### src/hw/rtl/brms_pkg.sv
// ----------------------------------------------------------------------------
// Block RMS package
// Widths, sequencer states and the command/status types of the divide/root core.
// ----------------------------------------------------------------------------
package brms_pkg;

    localparam int SAMPLE_BITS = 10;
    localparam int COUNT_BITS  = 8;
    // Sum of up to 2^COUNT_BITS-1 squares
    localparam int SUM_BITS    = 2 * SAMPLE_BITS + COUNT_BITS;
    // Width of the mean (quotient and radicand)
    localparam int RAD_W       = 2 * SAMPLE_BITS;
    // Width of the shared subtractor: division needs COUNT_BITS+1, root SAMPLE_BITS+2
    localparam int SUB_W       = (COUNT_BITS + 1 > SAMPLE_BITS + 2) ?
                                 COUNT_BITS + 1 : SAMPLE_BITS + 2;
    localparam int STEP_W      = $clog2(RAD_W);

    localparam logic [COUNT_BITS-1:0] COUNT_RESET = COUNT_BITS'(30);

    typedef enum logic [2:0] {
        T_IDLE,
        T_MUL,
        T_ADD,
        T_CALC,
        T_EMIT
    } brms_top_state_t;

    typedef enum logic [1:0] {
        C_IDLE,
        C_DIV,
        C_SQRT
    } brms_core_state_t;

    typedef struct packed {
        logic                  start;
        logic [SUM_BITS-1:0]   sum;
        logic [COUNT_BITS-1:0] divisor;
    } brms_cmd_t;

    typedef struct packed {
        logic                   done;
        logic [SAMPLE_BITS-1:0] root;
    } brms_sts_t;

endpackage

### src/hw/rtl/brms_core.sv
// ----------------------------------------------------------------------------
// Block RMS divide and root core
// Restoring division of the square sum by the sample count, then a
// digit-by-digit square root, both on one shared subtractor.
// ----------------------------------------------------------------------------
module brms_core (
    input  logic               clk,
    input  logic               rst_n,
    input  brms_pkg::brms_cmd_t cmd,
    output brms_pkg::brms_sts_t sts
);
    import brms_pkg::*;

    localparam logic [STEP_W-1:0] DIV_LAST  = STEP_W'(RAD_W - 1);
    localparam logic [STEP_W-1:0] SQRT_LAST = STEP_W'(SAMPLE_BITS - 1);

    brms_core_state_t       state_reg, state_next;
    logic [STEP_W-1:0]      step_reg, step_next;
    logic [SUB_W-1:0]       rem_reg, rem_next;
    logic [RAD_W-1:0]       quo_reg, quo_next;
    logic [COUNT_BITS-1:0]  den_reg, den_next;
    logic [SAMPLE_BITS-1:0] root_reg, root_next;
    logic                   done_reg, done_next;

    logic [SUB_W-1:0]       sub_a;
    logic [SUB_W-1:0]       sub_b;
    logic [SUB_W:0]         sub_diff;
    logic                   sub_borrow;

    // Shared subtractor
    assign sub_diff   = {1'b0, sub_a} - {1'b0, sub_b};
    assign sub_borrow = sub_diff[SUB_W];

    // Next state
    always_comb
    begin
        state_next = state_reg;
        case (state_reg)
            C_IDLE:
            begin
                if (cmd.start)
                    state_next = C_DIV;
            end
            C_DIV:
            begin
                if (step_reg == '0)
                    state_next = C_SQRT;
            end
            C_SQRT:
            begin
                if (step_reg == '0)
                    state_next = C_IDLE;
            end
            default: state_next = C_IDLE;
        endcase
    end

    // Datapath control
    always_comb
    begin
        sub_a     = '0;
        sub_b     = '0;
        step_next = step_reg;
        rem_next  = rem_reg;
        quo_next  = quo_reg;
        den_next  = den_reg;
        root_next = root_reg;
        done_next = 1'b0;
        case (state_reg)
            C_IDLE:
            begin
                if (cmd.start)
                begin
                    // Upper sum bits are already below the divisor
                    rem_next  = SUB_W'(cmd.sum[SUM_BITS-1:RAD_W]);
                    quo_next  = cmd.sum[RAD_W-1:0];
                    den_next  = cmd.divisor;
                    root_next = '0;
                    step_next = DIV_LAST;
                end
            end
            C_DIV:
            begin
                // Shift in one dividend bit, keep one quotient bit
                sub_a    = SUB_W'({rem_reg[COUNT_BITS-1:0], quo_reg[RAD_W-1]});
                sub_b    = SUB_W'(den_reg);
                quo_next = {quo_reg[RAD_W-2:0], ~sub_borrow};
                if (sub_borrow)
                    rem_next = SUB_W'(sub_a[COUNT_BITS-1:0]);
                else
                    rem_next = SUB_W'(sub_diff[COUNT_BITS-1:0]);
                if (step_reg == '0)
                begin
                    rem_next  = '0;
                    step_next = SQRT_LAST;
                end
                else
                    step_next = step_reg - 1'b1;
            end
            C_SQRT:
            begin
                // Bring down two radicand bits, try root*4+1
                sub_a     = SUB_W'({rem_reg[SAMPLE_BITS-1:0], quo_reg[RAD_W-1:RAD_W-2]});
                sub_b     = SUB_W'({root_reg, 2'b01});
                quo_next  = {quo_reg[RAD_W-3:0], 2'b00};
                root_next = {root_reg[SAMPLE_BITS-2:0], ~sub_borrow};
                if (sub_borrow)
                    rem_next = sub_a;
                else
                    rem_next = sub_diff[SUB_W-1:0];
                if (step_reg == '0)
                    done_next = 1'b1;
                else
                    step_next = step_reg - 1'b1;
            end
            default:
            begin
                done_next = 1'b0;
            end
        endcase
    end

    // Control registers
    always_ff @(posedge clk or negedge rst_n)
    begin
        if (!rst_n)
        begin
            state_reg <= C_IDLE;
            done_reg  <= 1'b0;
            step_reg  <= '0;
        end
        else
        begin
            state_reg <= state_next;
            done_reg  <= done_next;
            step_reg  <= step_next;
        end
    end

    // Datapath registers
    always_ff @(posedge clk)
    begin
        rem_reg  <= rem_next;
        quo_reg  <= quo_next;
        den_reg  <= den_next;
        root_reg <= root_next;
    end

    assign sts.done = done_reg;
    assign sts.root = root_reg;

endmodule

### src/hw/rtl/block_rms_of_samples_top.sv
// ----------------------------------------------------------------------------
// Block RMS of converter samples, top level
// Accumulates squared samples and emits floor(sqrt(sum / n)) per block.
// ----------------------------------------------------------------------------
// Usage:
//   Input channel in_valid/in_stall carries one sample word. A word is taken
//   at a clock edge with in_valid high and in_stall low.
//   Output channel out_valid/out_stall carries one rms_value word, held in an
//   output register until the receiver takes it with out_stall low.
//   cfg_write_en/cfg_write_data set the block length (0 acts as 1); write it
//   only while the block is idle.
//   Sequencing: a sample that does not close a block occupies the unit while
//   it is accepted, squared and accumulated. The closing sample also runs the
//   shared subtractor for 2*SAMPLE_BITS division steps and SAMPLE_BITS root
//   steps before out_valid rises, and the input is ready again in the same
//   cycle.
//   If the previous result is still stalled when a new one is done, the unit
//   holds it and keeps in_stall high until the output register is free.
//   Reset clears the sum, the sample count, the output valid and sets the
//   block length to 30.
// ----------------------------------------------------------------------------
module block_rms_of_samples_top (
    input  logic                                 clk,
    input  logic                                 rst_n,
    input  logic                                 in_valid,
    output logic                                 in_stall,
    input  logic [brms_pkg::SAMPLE_BITS-1:0]     sample,
    output logic                                 out_valid,
    input  logic                                 out_stall,
    output logic [brms_pkg::SAMPLE_BITS-1:0]     rms_value,
    input  logic                                 cfg_write_en,
    input  logic [brms_pkg::COUNT_BITS-1:0]      cfg_write_data
);
    import brms_pkg::*;

    brms_top_state_t        state_reg, state_next;
    logic [COUNT_BITS-1:0]  cfg_reg;
    logic [SUM_BITS-1:0]    sum_reg, sum_next;
    logic [COUNT_BITS-1:0]  seen_reg, seen_next;
    logic [SAMPLE_BITS-1:0] sample_reg;
    logic [RAD_W-1:0]       sq_reg;
    logic                   out_valid_reg, out_valid_next;
    logic [SAMPLE_BITS-1:0] out_reg;

    logic [COUNT_BITS-1:0]  target;
    logic [COUNT_BITS-1:0]  seen_inc;
    logic [SUM_BITS-1:0]    sum_add;
    logic                   close_block;
    logic                   slot_free;
    logic                   load_out;
    brms_cmd_t              cmd;
    brms_sts_t              sts;

    brms_core u_core (
        .clk   (clk),
        .rst_n (rst_n),
        .cmd   (cmd),
        .sts   (sts)
    );

    // Block bookkeeping
    assign target      = (cfg_reg == '0) ? COUNT_BITS'(1) : cfg_reg;
    assign seen_inc    = seen_reg + 1'b1;
    assign sum_add     = sum_reg + SUM_BITS'(sq_reg);
    assign close_block = (seen_inc >= target);
    assign slot_free   = !out_valid_reg || !out_stall;

    // Next state
    always_comb
    begin
        state_next = state_reg;
        case (state_reg)
            T_IDLE:
            begin
                if (in_valid)
                    state_next = T_MUL;
            end
            T_MUL:  state_next = T_ADD;
            T_ADD:  state_next = close_block ? T_CALC : T_IDLE;
            T_CALC:
            begin
                if (sts.done)
                    state_next = T_EMIT;
            end
            T_EMIT:
            begin
                if (slot_free)
                    state_next = T_IDLE;
            end
            default: state_next = T_IDLE;
        endcase
    end

    // State outputs
    always_comb
    begin
        in_stall    = 1'b1;
        cmd.start   = 1'b0;
        cmd.sum     = sum_add;
        cmd.divisor = seen_inc;
        load_out    = 1'b0;
        sum_next    = sum_reg;
        seen_next   = seen_reg;
        case (state_reg)
            T_IDLE: in_stall = 1'b0;
            T_ADD:
            begin
                cmd.start = close_block;
                if (close_block)
                begin
                    sum_next  = '0;
                    seen_next = '0;
                end
                else
                begin
                    sum_next  = sum_add;
                    seen_next = seen_inc;
                end
            end
            T_EMIT: load_out = slot_free;
            default: in_stall = 1'b1;
        endcase
    end

    // Output register valid: set on load, drop when taken
    always_comb
    begin
        out_valid_next = out_valid_reg;
        if (load_out)
            out_valid_next = 1'b1;
        else if (out_valid_reg && !out_stall)
            out_valid_next = 1'b0;
    end

    // Control registers
    always_ff @(posedge clk or negedge rst_n)
    begin
        if (!rst_n)
        begin
            state_reg     <= T_IDLE;
            cfg_reg       <= COUNT_RESET;
            sum_reg       <= '0;
            seen_reg      <= '0;
            out_valid_reg <= 1'b0;
        end
        else
        begin
            state_reg     <= state_next;
            sum_reg       <= sum_next;
            seen_reg      <= seen_next;
            out_valid_reg <= out_valid_next;
            if (cfg_write_en)
                cfg_reg <= cfg_write_data;
        end
    end

    // Payload registers
    always_ff @(posedge clk)
    begin
        if (state_reg == T_IDLE && in_valid)
            sample_reg <= sample;
        if (state_reg == T_MUL)
            sq_reg <= RAD_W'(sample_reg) * RAD_W'(sample_reg);
        if (load_out)
            out_reg <= sts.root;
    end

    assign out_valid = out_valid_reg;
    assign rms_value = out_reg;

endmodule

### config.mk
export PLATFORM = sky130hd
export DESIGN_NAME = block_rms_of_samples_top
export DESIGN_NICKNAME = d
export VERILOG_FILES = /design/src/hw/rtl/brms_pkg.sv /design/src/hw/rtl/brms_core.sv /design/src/hw/rtl/block_rms_of_samples_top.sv
export SDC_FILE = /design/constraint.sdc
export NUM_CORES = 1
export LEC_CHECK = 0
export ABC_AREA = 1
export BUFFER_PORTS_ARGS = -buffer_cell sky130_fd_sc_hd__buf_2
export CAP_MARGIN = 10
export CORE_MARGIN = 4
export CORE_UTILIZATION = 39
export DETAILED_ROUTE_END_ITERATION = 8
export PLACE_DENSITY = 0.52
export SKIP_LAST_GASP = 1
export SLEW_MARGIN = 15
export SYNTH_ARGS = -nofsm -noshare
export SYNTH_HDL_FRONTEND = slang
export SYNTH_SLANG_ARGS = --single-unit
### constraint.sdc
create_clock -name clk -period 10.9 [get_ports clk]
set_input_delay 0.545 -clock clk [delete_from_list [all_inputs] [get_ports clk]]
set_output_delay 0.545 -clock clk [all_outputs]
set_load 0.01 [all_outputs]
==> results of run 1 <==
## cells in the mapped netlist (7+ instances only)
library cell	count	share of area
a22oi_1	19	0.013
nor2_1	66	0.022
o21ai_1	9	0.0041
nand3_1	86	0.039
edfxtp_1	87	0.24
nor3_1	12	0.0054
xnor2_1	15	0.012
ha_1	93	0.10
o21ai_0	59	0.027
nand2_1	414	0.14
inv_1	253	0.085
xor2_1	30	0.024
a21oi_1	50	0.023
a21o_1	7	0.0047
o22ai_1	11	0.0062
nand4_1	12	0.0068
dfrtp_1	52	0.12
buf_2	8	0.0036
clkbuf_1	22	0.0074
fa_1	48	0.086
o21bai_1	10	0.0068
## through the flow
step                      instances  instance area, um^2  hold WS (ns)
after global placement         1778                11700         0.433
after CTS                      1810                12200         0.275
after floorplan                1393                11100         0.249
after detailed placement       1778                11700         0.439
final                          1810                12200         0.275
after global routing           1810                12200         0.281
## final cells by class
type / instances / area (um^2) / area share
timing repair buffer: 41 / 223 / 0.0182
clock buffer: 19 / 433 / 0.0354
sequential: 143 / 4020 / 0.329
clock inverter: 13 / 128 / 0.0104
inverter: 256 / 961 / 0.0786
tap: 378 / 473 / 0.0387
multi-input combinational: 960 / 5980 / 0.490
## worst max-delay path by stage
stage / from / end / slack, ns / cells past startpoint
after detailed placement: sample_reg[0] / sq_reg[15] / 5.98 / 17
after global placement: sample_reg[9] / sq_reg[15] / 6.06 / 17
after global routing: sample_reg[0] / sq_reg[15] / 5.63 / 17
final: sample_reg[0] / sq_reg[15] / 5.95 / 17
after floorplan: sample_reg[1] / sq_reg[15] / 6.18 / 18
after CTS: sample_reg[0] / sq_reg[15] / 5.94 / 17
## cells by family (layout without fill, tap and decap cells)
logic type | Yosys count | in the layout
AO/OA/AOI/OAI | 175 | 175
flip-flops | 143 | 143
AND/OR/NAND/NOR | 599 | 599
buffers and inverters | 290 | 329
adder cells (fa/ha/maj) | 141 | 141
XOR/XNOR | 45 | 45
## worst register-to-register path, cell delays in order, from the launching register on
cell      delay, ns
edfxtp_1       0.55
nand2_1        0.20
fa_1           0.55
fa_1           0.55
inv_1          0.05
fa_1           0.50
fa_1           0.54
inv_1          0.05
fa_1           0.52
inv_1          0.04
ha_1           0.35
nand2_1        0.11
nor2_1         0.19
inv_1          0.06
o21ai_1        0.20
nand2_1        0.10
nand3_1        0.08
nand2_1        0.05
## cells in the final DEF (no fill, tap or decap), drive strengths merged, types with 19 or more instances in the layout
cell type / synthesis / final
o21ai: 69 / 69
nand3: 87 / 87
clkbuf: 22 / 19
a21oi: 50 / 50
a22oi: 19 / 19
edfxtp: 87 / 87
nor2: 67 / 67
ha: 93 / 93
buf: 12 / 41
xor2: 30 / 30
nand2: 414 / 414
dfrtp: 52 / 52
inv: 255 / 261
fa: 48 / 48
## routing by layer
metal | up-vias | share of wire
met5 | - | 0
met4 | 0 | 0.014
li1 | 4514 | -
met3 | 22 | 0.023
met2 | 106 | 0.46
met1 | 4089 | 0.51
==> flow_summary.json, run 1 <==
{
  "critical-path-top-delay-family": "adder cells",
  "synthesis.area_per_instance_um2": 7.98,
  "maxClockFrequency_mhz": 202,
  "dp_worst_setup_slack_ns": 5.98,
  "largest_register_ff_count": 28,
  "antenna_found_initial": 0,
  "synth_simple_gate_area_frac": 0.220,
  "grtUsageTotal": 0.171,
  "syn2layout_area_growth_pct": 9.94,
  "place.gp.congestion": 0.852,
  "cts_max_level": 4,
  "layout_cell_share_with_drive_strength_beyond_1": 0.0587,
  "synth_compound_gate_area_share": 0.0905,
  "count_of_flip_flops_with_a_built_in_enable_after_synthesis": 87,
  "largest_driver_fanout_on_the_critical_path": 11,
  "cts_made_buffers": 17,
  "tritoncts": "done",
  "clock_latency_on_the_worst_skew_pair_ns": 0.43,
  "port_buffers": 34,
  "grt_setup_unrepaired": "false",
  "worst_ep_arrival_time_ns": 5.12,
  "critPathMostFrequentCell": "fa_1",
  "ctsLongestPathBuffers": 2,
  "outcome": "finished clean",
  "grt.met1_usage": 0.240,
  "route.final.wire_length_mm": 25.4,
  "clock-skew-final_ns": 0.0197,
  "final_max_slew_viol_count": 0,
  "postCtsHoldBufs": 0,
  "synth.cell_area_um2": 11100,
  "dp_hpwl_mm": 20.2,
  "sinks_on_clock_net": 143,
  "share_of_cell_area_taken_by_muxes_after_synthesis": 0,
  "worstReg2RegStart": "sample_reg[0]",
  "detail_route.vias_per_cell": 4.82,
  "fillCellCount": 2886,
  "slew-limit-headroom": 0.362,
  "globalRouteMet3Util": 0.0224,
  "die-area_um2": 31300,
  "critPathCaptureType": "flip-flop",
  "groute.layer.met2.usage": 0.280,
  "row_count": 61,
  "share_of_flip_flops_with_an_asynchronous_set_or_reset": 0.392,
  "die-height_um": 177,
  "synth-seq-area-share": 0.362,
  "top_level_ports": 35,
  "synth_fp_nets": 1557,
  "routed-via-count": 8731,
  "cap_viol_max_count": 0,
  "postSynthCellCount": 1393,
  "synth-adder-area-share": 0.191,
  "r2r_slack_ns": 5.95,
  "ys_warn_count": 0,
  "fin_crit_ns": 4.95,
  "cts_root_buf": "clkbuf_16",
  "synth-xor-area-share": 0.0355,
  "grt_max_degree": 57,
  "critical_path_buf_inv_count": 4,
  "timing.critical_path.cells": "nand2_1 -> fa_1 -> fa_1 -> inv_1 -> fa_1 -> fa_1 -> inv_1 -> fa_1 -> inv_1 -> ha_1 -> nand2_1 -> nor2_1 -> inv_1 -> o21ai_1 -> nand2_1 -> nand3_1 -> nand2_1",
  "layout.core_utilization": 0.437,
  "post_cts.resized_instances": 0,
  "firstDrtPassIters": 5,
  "die_width_um": 177,
  "cp.required_ns": 11.07,
  "totalNegativeSetupSlack_ns": 0,
  "grt_overflow_total": 0,
  "min_period_over_period": 0.454,
  "synth_top_flop_cell": "edfxtp_1",
  "drcViolationCount": 0,
  "cp_slowest_cell": "edfxtp_1",
  "worst-r2r-cell-count": 17,
  "gr-max-usage-layer": "met2",
  "drtIter0Drc": 487,
  "worstReg2RegEnd": "sq_reg[15]",
  "final_antenna_net_count": 0,
  "yosys_register_bits": 143,
  "global_route_wire_length_before_repair_mm": 43.3,
  "final-hold-violation-count": 0,
  "timing_worst_slew_pin_value_ns": 0.958,
  "starting_density_of_the_core": 0.398,
  "postCtsSetupBuffers": 0,
  "setup_viol": 0,
  "num_antenna_cells": 0,
  "setup_slack_ns": 5.95,
  "coreArea_um2": 27900,
  "clk_transition_reported_paths_ns": 0.06,
  "worst_setup_path_start_kind": "flip-flop",
  "fin_nets": 1583,
  "worst_hold_path_type": "input pin to asynchronous set/reset pin",
  "synth_top_family_by_area": "simple AND/OR/NAND/NOR gates",
  "first_global_vias": 8811,
  "timing.critical_path.slowest_cell_delay_ns": 0.55,
  "critPathKind": "flip-flop to flip-flop",
  "yosys.cell_types.count": 41,
  "wl_per_cell_um": 14.0
}
Power of run 1 is not shown: default switching activity piles up to over one toggle a cycle in this logic, so the estimate is an artifact.
==> inputs of run 2 (changes only) <==
--- a/config.mk
+++ b/config.mk
@@ -5,13 +5,13 @@
 export SDC_FILE = /design/constraint.sdc
 export NUM_CORES = 1
 export LEC_CHECK = 0
-export ABC_AREA = 1
+export ABC_AREA = 0
 export BUFFER_PORTS_ARGS = -buffer_cell sky130_fd_sc_hd__buf_2
 export CAP_MARGIN = 10
 export CORE_MARGIN = 4
 export CORE_UTILIZATION = 39
 export DETAILED_ROUTE_END_ITERATION = 8
-export PLACE_DENSITY = 0.52
+export PLACE_DENSITY = 0.54
 export SKIP_LAST_GASP = 1
 export SLEW_MARGIN = 15
 export SYNTH_ARGS = -nofsm -noshare
==> constraint.sdc (replaced) <==
create_clock -name clk -period 4.52 [get_ports clk]
set_input_delay 0.226 -clock clk [delete_from_list [all_inputs] [get_ports clk]]
set_output_delay 0.226 -clock clk [all_outputs]
set_load 0.01 [all_outputs]
==> run 2 against run 1 <==
The run now ends with negative setup slack left. Wire length is 12% lower. Sequential share of layout area down 0.52 points. Count of clock-buffer cells in the layout shrank 2. Synthesized cell count shrank 24%. Global-route usage fell by 1.2 points. Worst hold slack worse by 0.25 ns. Non-clock buffer count increased by 72. Register-to-register slack got worse by 6.4 ns. Critical endpoint is now sq_reg[19]. Highest routed layer unchanged.
==> flow_summary.json, run 2 <==
{
  "largest_driver_fanout_on_the_critical_path": 5,
  "dp_hpwl_mm": 16.8,
  "drtIter0Drc": 468,
  "cts_made_buffers": 17,
  "die_width_um": 172,
  "coreArea_um2": 26300,
  "synthesis.area_per_instance_um2": 9.86,
  "first_global_vias": 7666,
  "die-height_um": 172,
  "wl_per_cell_um": 15.0,
  "global_route_wire_length_before_repair_mm": 38.5,
  "outcome": "finished with violations",
  "ys_top_cells_by_area": "edfxtp_1 25%, dfrtp_1 12%, ha_1 11%",
  "slew-limit-headroom": 0.294,
  "fin_nets": 1315,
  "synth.most_common_cell": "inv_1",
  "ys_top_cells_by_count": "108 x inv_1, 107 x nand2_1, 93 x ha_1",
  "num_antenna_cells": 0,
  "grt_max_degree": 57,
  "clock_latency_on_the_worst_skew_pair_ns": 0.43,
  "synth.cell_area_um2": 10500,
  "count_of_flip_flops_with_a_built_in_enable_after_synthesis": 87,
  "hold_slack_ns": 0.0229,
  "critPathCaptureType": "flip-flop",
  "yosysTopAreaCellShare": 0.249,
  "top_level_ports": 35,
  "failed_checks": "negative setup slack",
  "final_antenna_net_count": 0,
  "die-area_um2": 29600,
  "starting_density_of_the_core": 0.399,
  "detail_route.vias_per_cell": 5.11,
  "drcViolationCount": 0,
  "yosys_register_bits": 143,
  "sinks_on_clock_net": 143,
  "min_period_over_period": 1.10,
  "place.gp.congestion": 0.825,
  "tritoncts": "done",
  "timing_worst_slew_pin_value_ns": 1.06,
  "route.final.wire_length_mm": 22.5,
  "share_of_flip_flops_with_an_asynchronous_set_or_reset": 0.392,
  "setup_viol": 8,
  "synth-seq-area-share": 0.383,
  "routed-via-count": 7658,
  "layout_cell_share_with_drive_strength_beyond_1": 0.177,
  "layout.cells.most_common": "nand2_1",
  "synth_fp_nets": 1228,
  "clock-skew-final_ns": 0.0159,
  "port_buffers": 34,
  "postSynthCellCount": 1064,
  "grt_setup_unrepaired": "true",
  "final_max_slew_viol_count": 0,
  "detailroute.wirelength.met2_mm": 10.8,
  "ctsLongestPathBuffers": 2,
  "yosys.cell_types.count": 63,
  "ys_warn_count": 0,
  "worst_setup_path_start_kind": "flip-flop",
  "worst_hold_path_type": "input pin to flip-flop",
  "synthDominantAreaCellType": "edfxtp_1",
  "maxClockFrequency_mhz": 201,
  "grt_overflow_total": 0,
  "antenna_found_initial": 0,
  "route.layer.met1.wl_mm": 10.8,
  "route.top_layer_used": "met4",
  "layout_common_cells": "103 x nand2_1, 99 x inv_1, 87 x edfxtp_1",
  "fin_crit_ns": 4.97,
  "final-hold-violation-count": 0,
  "firstDrtPassIters": 4,
  "met3_length_um": 458,
  "worst_ep_arrival_time_ns": 5.13,
  "cap_viol_max_count": 0,
  "cp.required_ns": 4.69,
  "cts_max_level": 4,
  "grtUsageTotal": 0.159,
  "synth_top_flop_cell": "edfxtp_1",
  "setup_slack_ns": -0.445,
  "clk_transition_reported_paths_ns": 0.07,
  "largest_register_ff_count": 28,
  "critPathKind": "flip-flop to flip-flop",
  "cts_root_buf": "clkbuf_16",
  "syn2layout_area_growth_pct": 18.4,
  "row_count": 59
}
==> run 2: cell types whose count changed in the layout (fill, tap and decap cells not counted), moves of 12 or more <==
cell,change
dlygate4sd3_1,+13
inv_1,-154
and2_1,+43
a22oi_1,-12
xnor2_1,+19
a221oi_1,+19
nand2_1,-311
buf_4,+56
nand3_1,-72
==> run 2: path summary, 6_finish.rpt <==
path	slack (ns)	depth (start not counted)	from	endpoint
worst max-delay path	-0.45	18	sample_reg[1]	sq_reg[19]
worst min-delay path	0.02	3	cfg_write_data[3]	cfg_reg[3]
worst max register to register	-0.45	18	sample_reg[1]	sq_reg[19]
worst min register to register	0.45	0	u_core.root_reg[6]	rms_value[6]
max in group asynchronous	3.47	3	rst_n	sum_reg[22]
min in group asynchronous	0.50	3	rst_n	cfg_reg[7]
==> run 2: per-stage QoR <==
stage          setup WS, ns  cell area, um^2  utilization  std cells  TNS (ns)
6_report             -0.445            12400        0.472       1499     -2.57
5_1_grt              -0.639            12400        0.472       1499     -4.11
4_1_cts              -0.511            12300        0.466       1499     -3.08
3_5_place_dp         -0.567            11500        0.436       1450     -3.16
3_3_place_gp         -0.472            11500        0.436       1450     -2.76
2_1_floorplan        -0.392            10600            -       1064     -1.66
==> run 2: routing by layer <==
| layer | up-vias | GRT usage |
|---|---|---|
| li1 | 3885 | - |
| met1 | 3678 | 0.220 |
| met2 | 78 | 0.264 |
| met3 | 17 | 0.0256 |
| met4 | 0 | 0.0379 |
| met5 | - | 0 |
==> run 2: cell families after synthesis <==
logic type	count (synthesis)	synth area share
adders and majority gates	141	0.203
muxes	8	0.00775
and+or+nand+nor	307	0.139
xor gates and xnor gates	59	0.0493
buffers and inverters	153	0.0550
DFF	143	0.383
AOI/OAI and AO/OA	253	0.163
==> run 2: final cells by class <==
class	instances	area, um^2
Tap cell	335	419
Inverter	108	405
Multi-Input combinational cell	768	6160
Timing Repair Buffer	113	816
Clock inverter	15	174
Sequential cell	143	4020
Fill cell	2467	13900
Clock buffer	17	425
==> run 2: timing repair <==
action                                  CTS  global route
hold buffers                             13             0
endpoints found under the setup margin    9            11
pin swaps                                23            23
resized for setup                         9            33
endpoints found under the hold margin    15             0
cloned                                    0             0
setup buffers                             4             3
==> run 2: critical path, cell delays in order, from the launching register on <==
cell and delay [ns]:
edfxtp_1 0.49, buf_6 0.14, buf_4 0.09, nand2_1 0.08
fa_1 0.53, inv_1 0.07, fa_1 0.51, fa_1 0.52
fa_1 0.49, ha_1 0.35, ha_4 0.18, or4_4 0.43
o21ai_4 0.09, a31oi_4 0.05, a41o_1 0.22, o21ai_2 0.17
o21bai_1 0.11, a21oi_2 0.14, xnor2_1 0.08
Power of run 2 is left out for the same reason.
==> inputs of run 3 (changes only) <==
--- a/config.mk
+++ b/config.mk
@@ -11,9 +11,10 @@
 export CORE_MARGIN = 4
 export CORE_UTILIZATION = 39
 export DETAILED_ROUTE_END_ITERATION = 8
-export PLACE_DENSITY = 0.54
+export PLACE_DENSITY = 0.52
 export SKIP_LAST_GASP = 1
 export SLEW_MARGIN = 15
 export SYNTH_ARGS = -nofsm -noshare
 export SYNTH_HDL_FRONTEND = slang
+export SYNTH_HIERARCHICAL = 1
 export SYNTH_SLANG_ARGS = --single-unit
==> constraint.sdc (replaced) <==
create_clock -name clk -period 4.65 [get_ports clk]
set_input_delay 0.2325 -clock clk [delete_from_list [all_inputs] [get_ports clk]]
set_output_delay 0.2325 -clock clk [all_outputs]
set_load 0.01 [all_outputs]
==> run 3 against run 2 <==
The flow still finishes with violations (negative setup slack). Utilization decreased by 0.55 points. Register-to-register slack improved by 0.39 ns. Global-route usage increased by 0.92 points. Die area increased by 5.6%. Synthesized cell count increased by 6.9%.
==> flow_summary.json, run 3 <==
{
  "ctsLongestPathBuffers": 2,
  "die-height_um": 177,
  "yosysTopAreaCellShare": 0.235,
  "cts_made_buffers": 17,
  "synth.cell_area_um2": 11100,
  "drtIter0Drc": 566,
  "grt_setup_unrepaired": "true",
  "dp_worst_setup_slack_ns": -0.235,
  "maxClockFrequency_mhz": 213,
  "final-hold-violation-count": 0,
  "starting_density_of_the_core": 0.398,
  "die-area_um2": 31200,
  "cts_root_buf": "clkbuf_16",
  "cts_max_level": 4,
  "layout_common_cells": "107 x inv_1, 87 x edfxtp_1, 86 x nand2_1",
  "synth_fp_nets": 1303,
  "worst_hold_path_type": "input pin to flip-flop",
  "sinks_on_clock_net": 143,
  "top_level_ports": 35,
  "worst_ep_arrival_time_ns": 4.87,
  "fin_nets": 1384,
  "outcome": "finished with violations",
  "synth_top_flop_cell": "edfxtp_1",
  "yosys.cell_types.count": 82,
  "route.final.wire_length_mm": 25.6,
  "final_max_slew_viol_count": 0,
  "place_area_um2": 12000,
  "critPathKind": "flip-flop to flip-flop",
  "tritoncts": "done",
  "largest_register_ff_count": 28,
  "failed_checks": "negative setup slack",
  "global_route_wire_length_before_repair_mm": 42.9,
  "synth.most_common_cell": "inv_1",
  "design_area_um2": 13000,
  "timing_worst_slew_pin_value_ns": 0.916,
  "coreArea_um2": 27900,
  "synthesis.area_per_instance_um2": 9.77,
  "clock_latency_on_the_worst_skew_pair_ns": 0.43,
  "setup_viol": 3,
  "largest_driver_fanout_on_the_critical_path": 5,
  "syn2layout_area_growth_pct": 17.5,
  "first_global_vias": 8253,
  "grt_max_degree": 57,
  "yosys_register_bits": 143,
  "die_width_um": 177,
  "ys_top_cells_by_count": "110 x inv_1, 95 x ha_1, 92 x nand2_1",
  "routed-via-count": 8399,
  "fillCellCount": 2696,
  "totalNegativeSetupSlack_ns": -0.0834,
  "worst_setup_path_start_kind": "flip-flop",
  "setup_slack_ns": -0.0549,
  "drcViolationCount": 0,
  "slew-limit-headroom": 0.387,
  "ys_warn_count": 6,
  "row_count": 61,
  "fin_crit_ns": 4.70,
  "final_antenna_net_count": 0,
  "firstDrtPassIters": 5,
  "place.gp.congestion": 0.820,
  "grtUsageTotal": 0.169,
  "min_period_over_period": 1.01,
  "port_buffers": 34,
  "grt_overflow_total": 0,
  "layout.core_utilization": 0.467,
  "cap_viol_max_count": 0,
  "antenna_found_initial": 0,
  "ys_top_cells_by_area": "edfxtp_1 24%, dfrtp_1 12%, ha_1 11%",
  "num_antenna_cells": 0,
  "synthDominantAreaCellType": "edfxtp_1",
  "detail_route.vias_per_cell": 5.22,
  "layout.cells.most_common": "inv_1",
  "clk_transition_reported_paths_ns": 0.07,
  "layout_cell_share_with_drive_strength_beyond_1": 0.175,
  "dp_hpwl_mm": 19.3,
  "critPathCaptureType": "flip-flop",
  "clock-skew-final_ns": 0.0179,
  "cp.required_ns": 4.81,
  "count_of_flip_flops_with_a_built_in_enable_after_synthesis": 87,
  "share_of_flip_flops_with_an_asynchronous_set_or_reset": 0.392,
  "synth-seq-area-share": 0.362,
  "postSynthCellCount": 1137,
  "wl_per_cell_um": 15.9
}
==> run 3: cell types whose count changed after synthesis, sizes merged, moves of 9 or more <==
cell	delta
a221oi	-14
a211oi	+9
nand2	-15
nor2b	+13
o21ai	-10
a22oi	+26
buf	+11
a21oi	+11
==> run 3: logic make-up after synthesis <==
| logic type | Yosys count | share of synthesized area |
|---|---|---|
| simple gates | 324 | 0.145 |
| compound gates | 301 | 0.191 |
| xor+xnor | 55 | 0.0434 |
| fa+ha+maj | 143 | 0.194 |
| flops | 143 | 0.362 |
| mux | 6 | 0.00586 |
| buf+inv | 165 | 0.0592 |
==> run 3: path summary, 6_finish.rpt <==
kind	startpoint	end	slack (ns)	cells after the start
max	sample_reg[1]	sq_reg[17]	-0.05	15
max in group asynchronous	rst_n	sum_reg[3]	3.58	3
min in group asynchronous	rst_n	cfg_reg[5]	0.50	3
min reg2reg	u_core/root_reg[3]	rms_value[3]	0.44	0
max reg2reg	sample_reg[1]	sq_reg[17]	-0.05	15
min	cfg_write_data[2]	cfg_reg[2]	0.01	3
==> run 3: critical path, stage by stage, from the launching register on <==
cell	delay (ns)
edfxtp_1	0.49
nand2_2	0.15
fa_1	0.45
fa_1	0.54
inv_1	0.05
fa_1	0.49
fa_1	0.51
inv_1	0.05
fa_1	0.49
inv_2	0.05
ha_4	0.16
a2111oi_4	0.35
nand3b_1	0.20
nand4_1	0.20
a311oi_2	0.12
xor2_1	0.15
==> run 3: final cells by class <==
cell class / instances / area [um^2] / area share
Clock buffer: 18 / 439 / 0.0337
Clock inverter: 14 / 164 / 0.0126
Inverter: 111 / 417 / 0.0319
Multi-Input combinational cell: 829 / 6700 / 0.513
Sequential cell: 143 / 4020 / 0.308
Tap cell: 378 / 473 / 0.0363
Timing Repair Buffer: 116 / 836 / 0.0641
==> run 3: repair_timing <==
item | in CTS | in global routing
hold buffers | 11 | 0
hold endpoints to repair | 20 | 0
setup buffers | 10 | 2
pin swaps | 23 | 25
endpoints found under the setup margin | 10 | 10
gates resized for setup | 31 | 21
==> run 3: per-layer routing <==
layer	GRT usage	share of wire	vias to the layer above	routed length, um
met2	0.256	0.44	116	11300
li1	-	-	4220	-
met4	0.0329	0.0075	0	192
met5	0	0	-	0
met1	0.258	0.52	4045	13300
met3	0.0248	0.029	18	731
==> run 3: per-stage QoR <==
| step | instances | hold WS, ns |
|---|---|---|
| 2_1_floorplan | 1137 | -0.0631 |
| 5_1_grt | 1609 | 0.00469 |
| 4_1_cts | 1607 | 0.00151 |
| 3_3_place_gp | 1554 | 0.411 |
| 3_5_place_dp | 1554 | 0.412 |
| 6_report | 1609 | 0.0137 |
Power of run 3 is left out for the same reason.
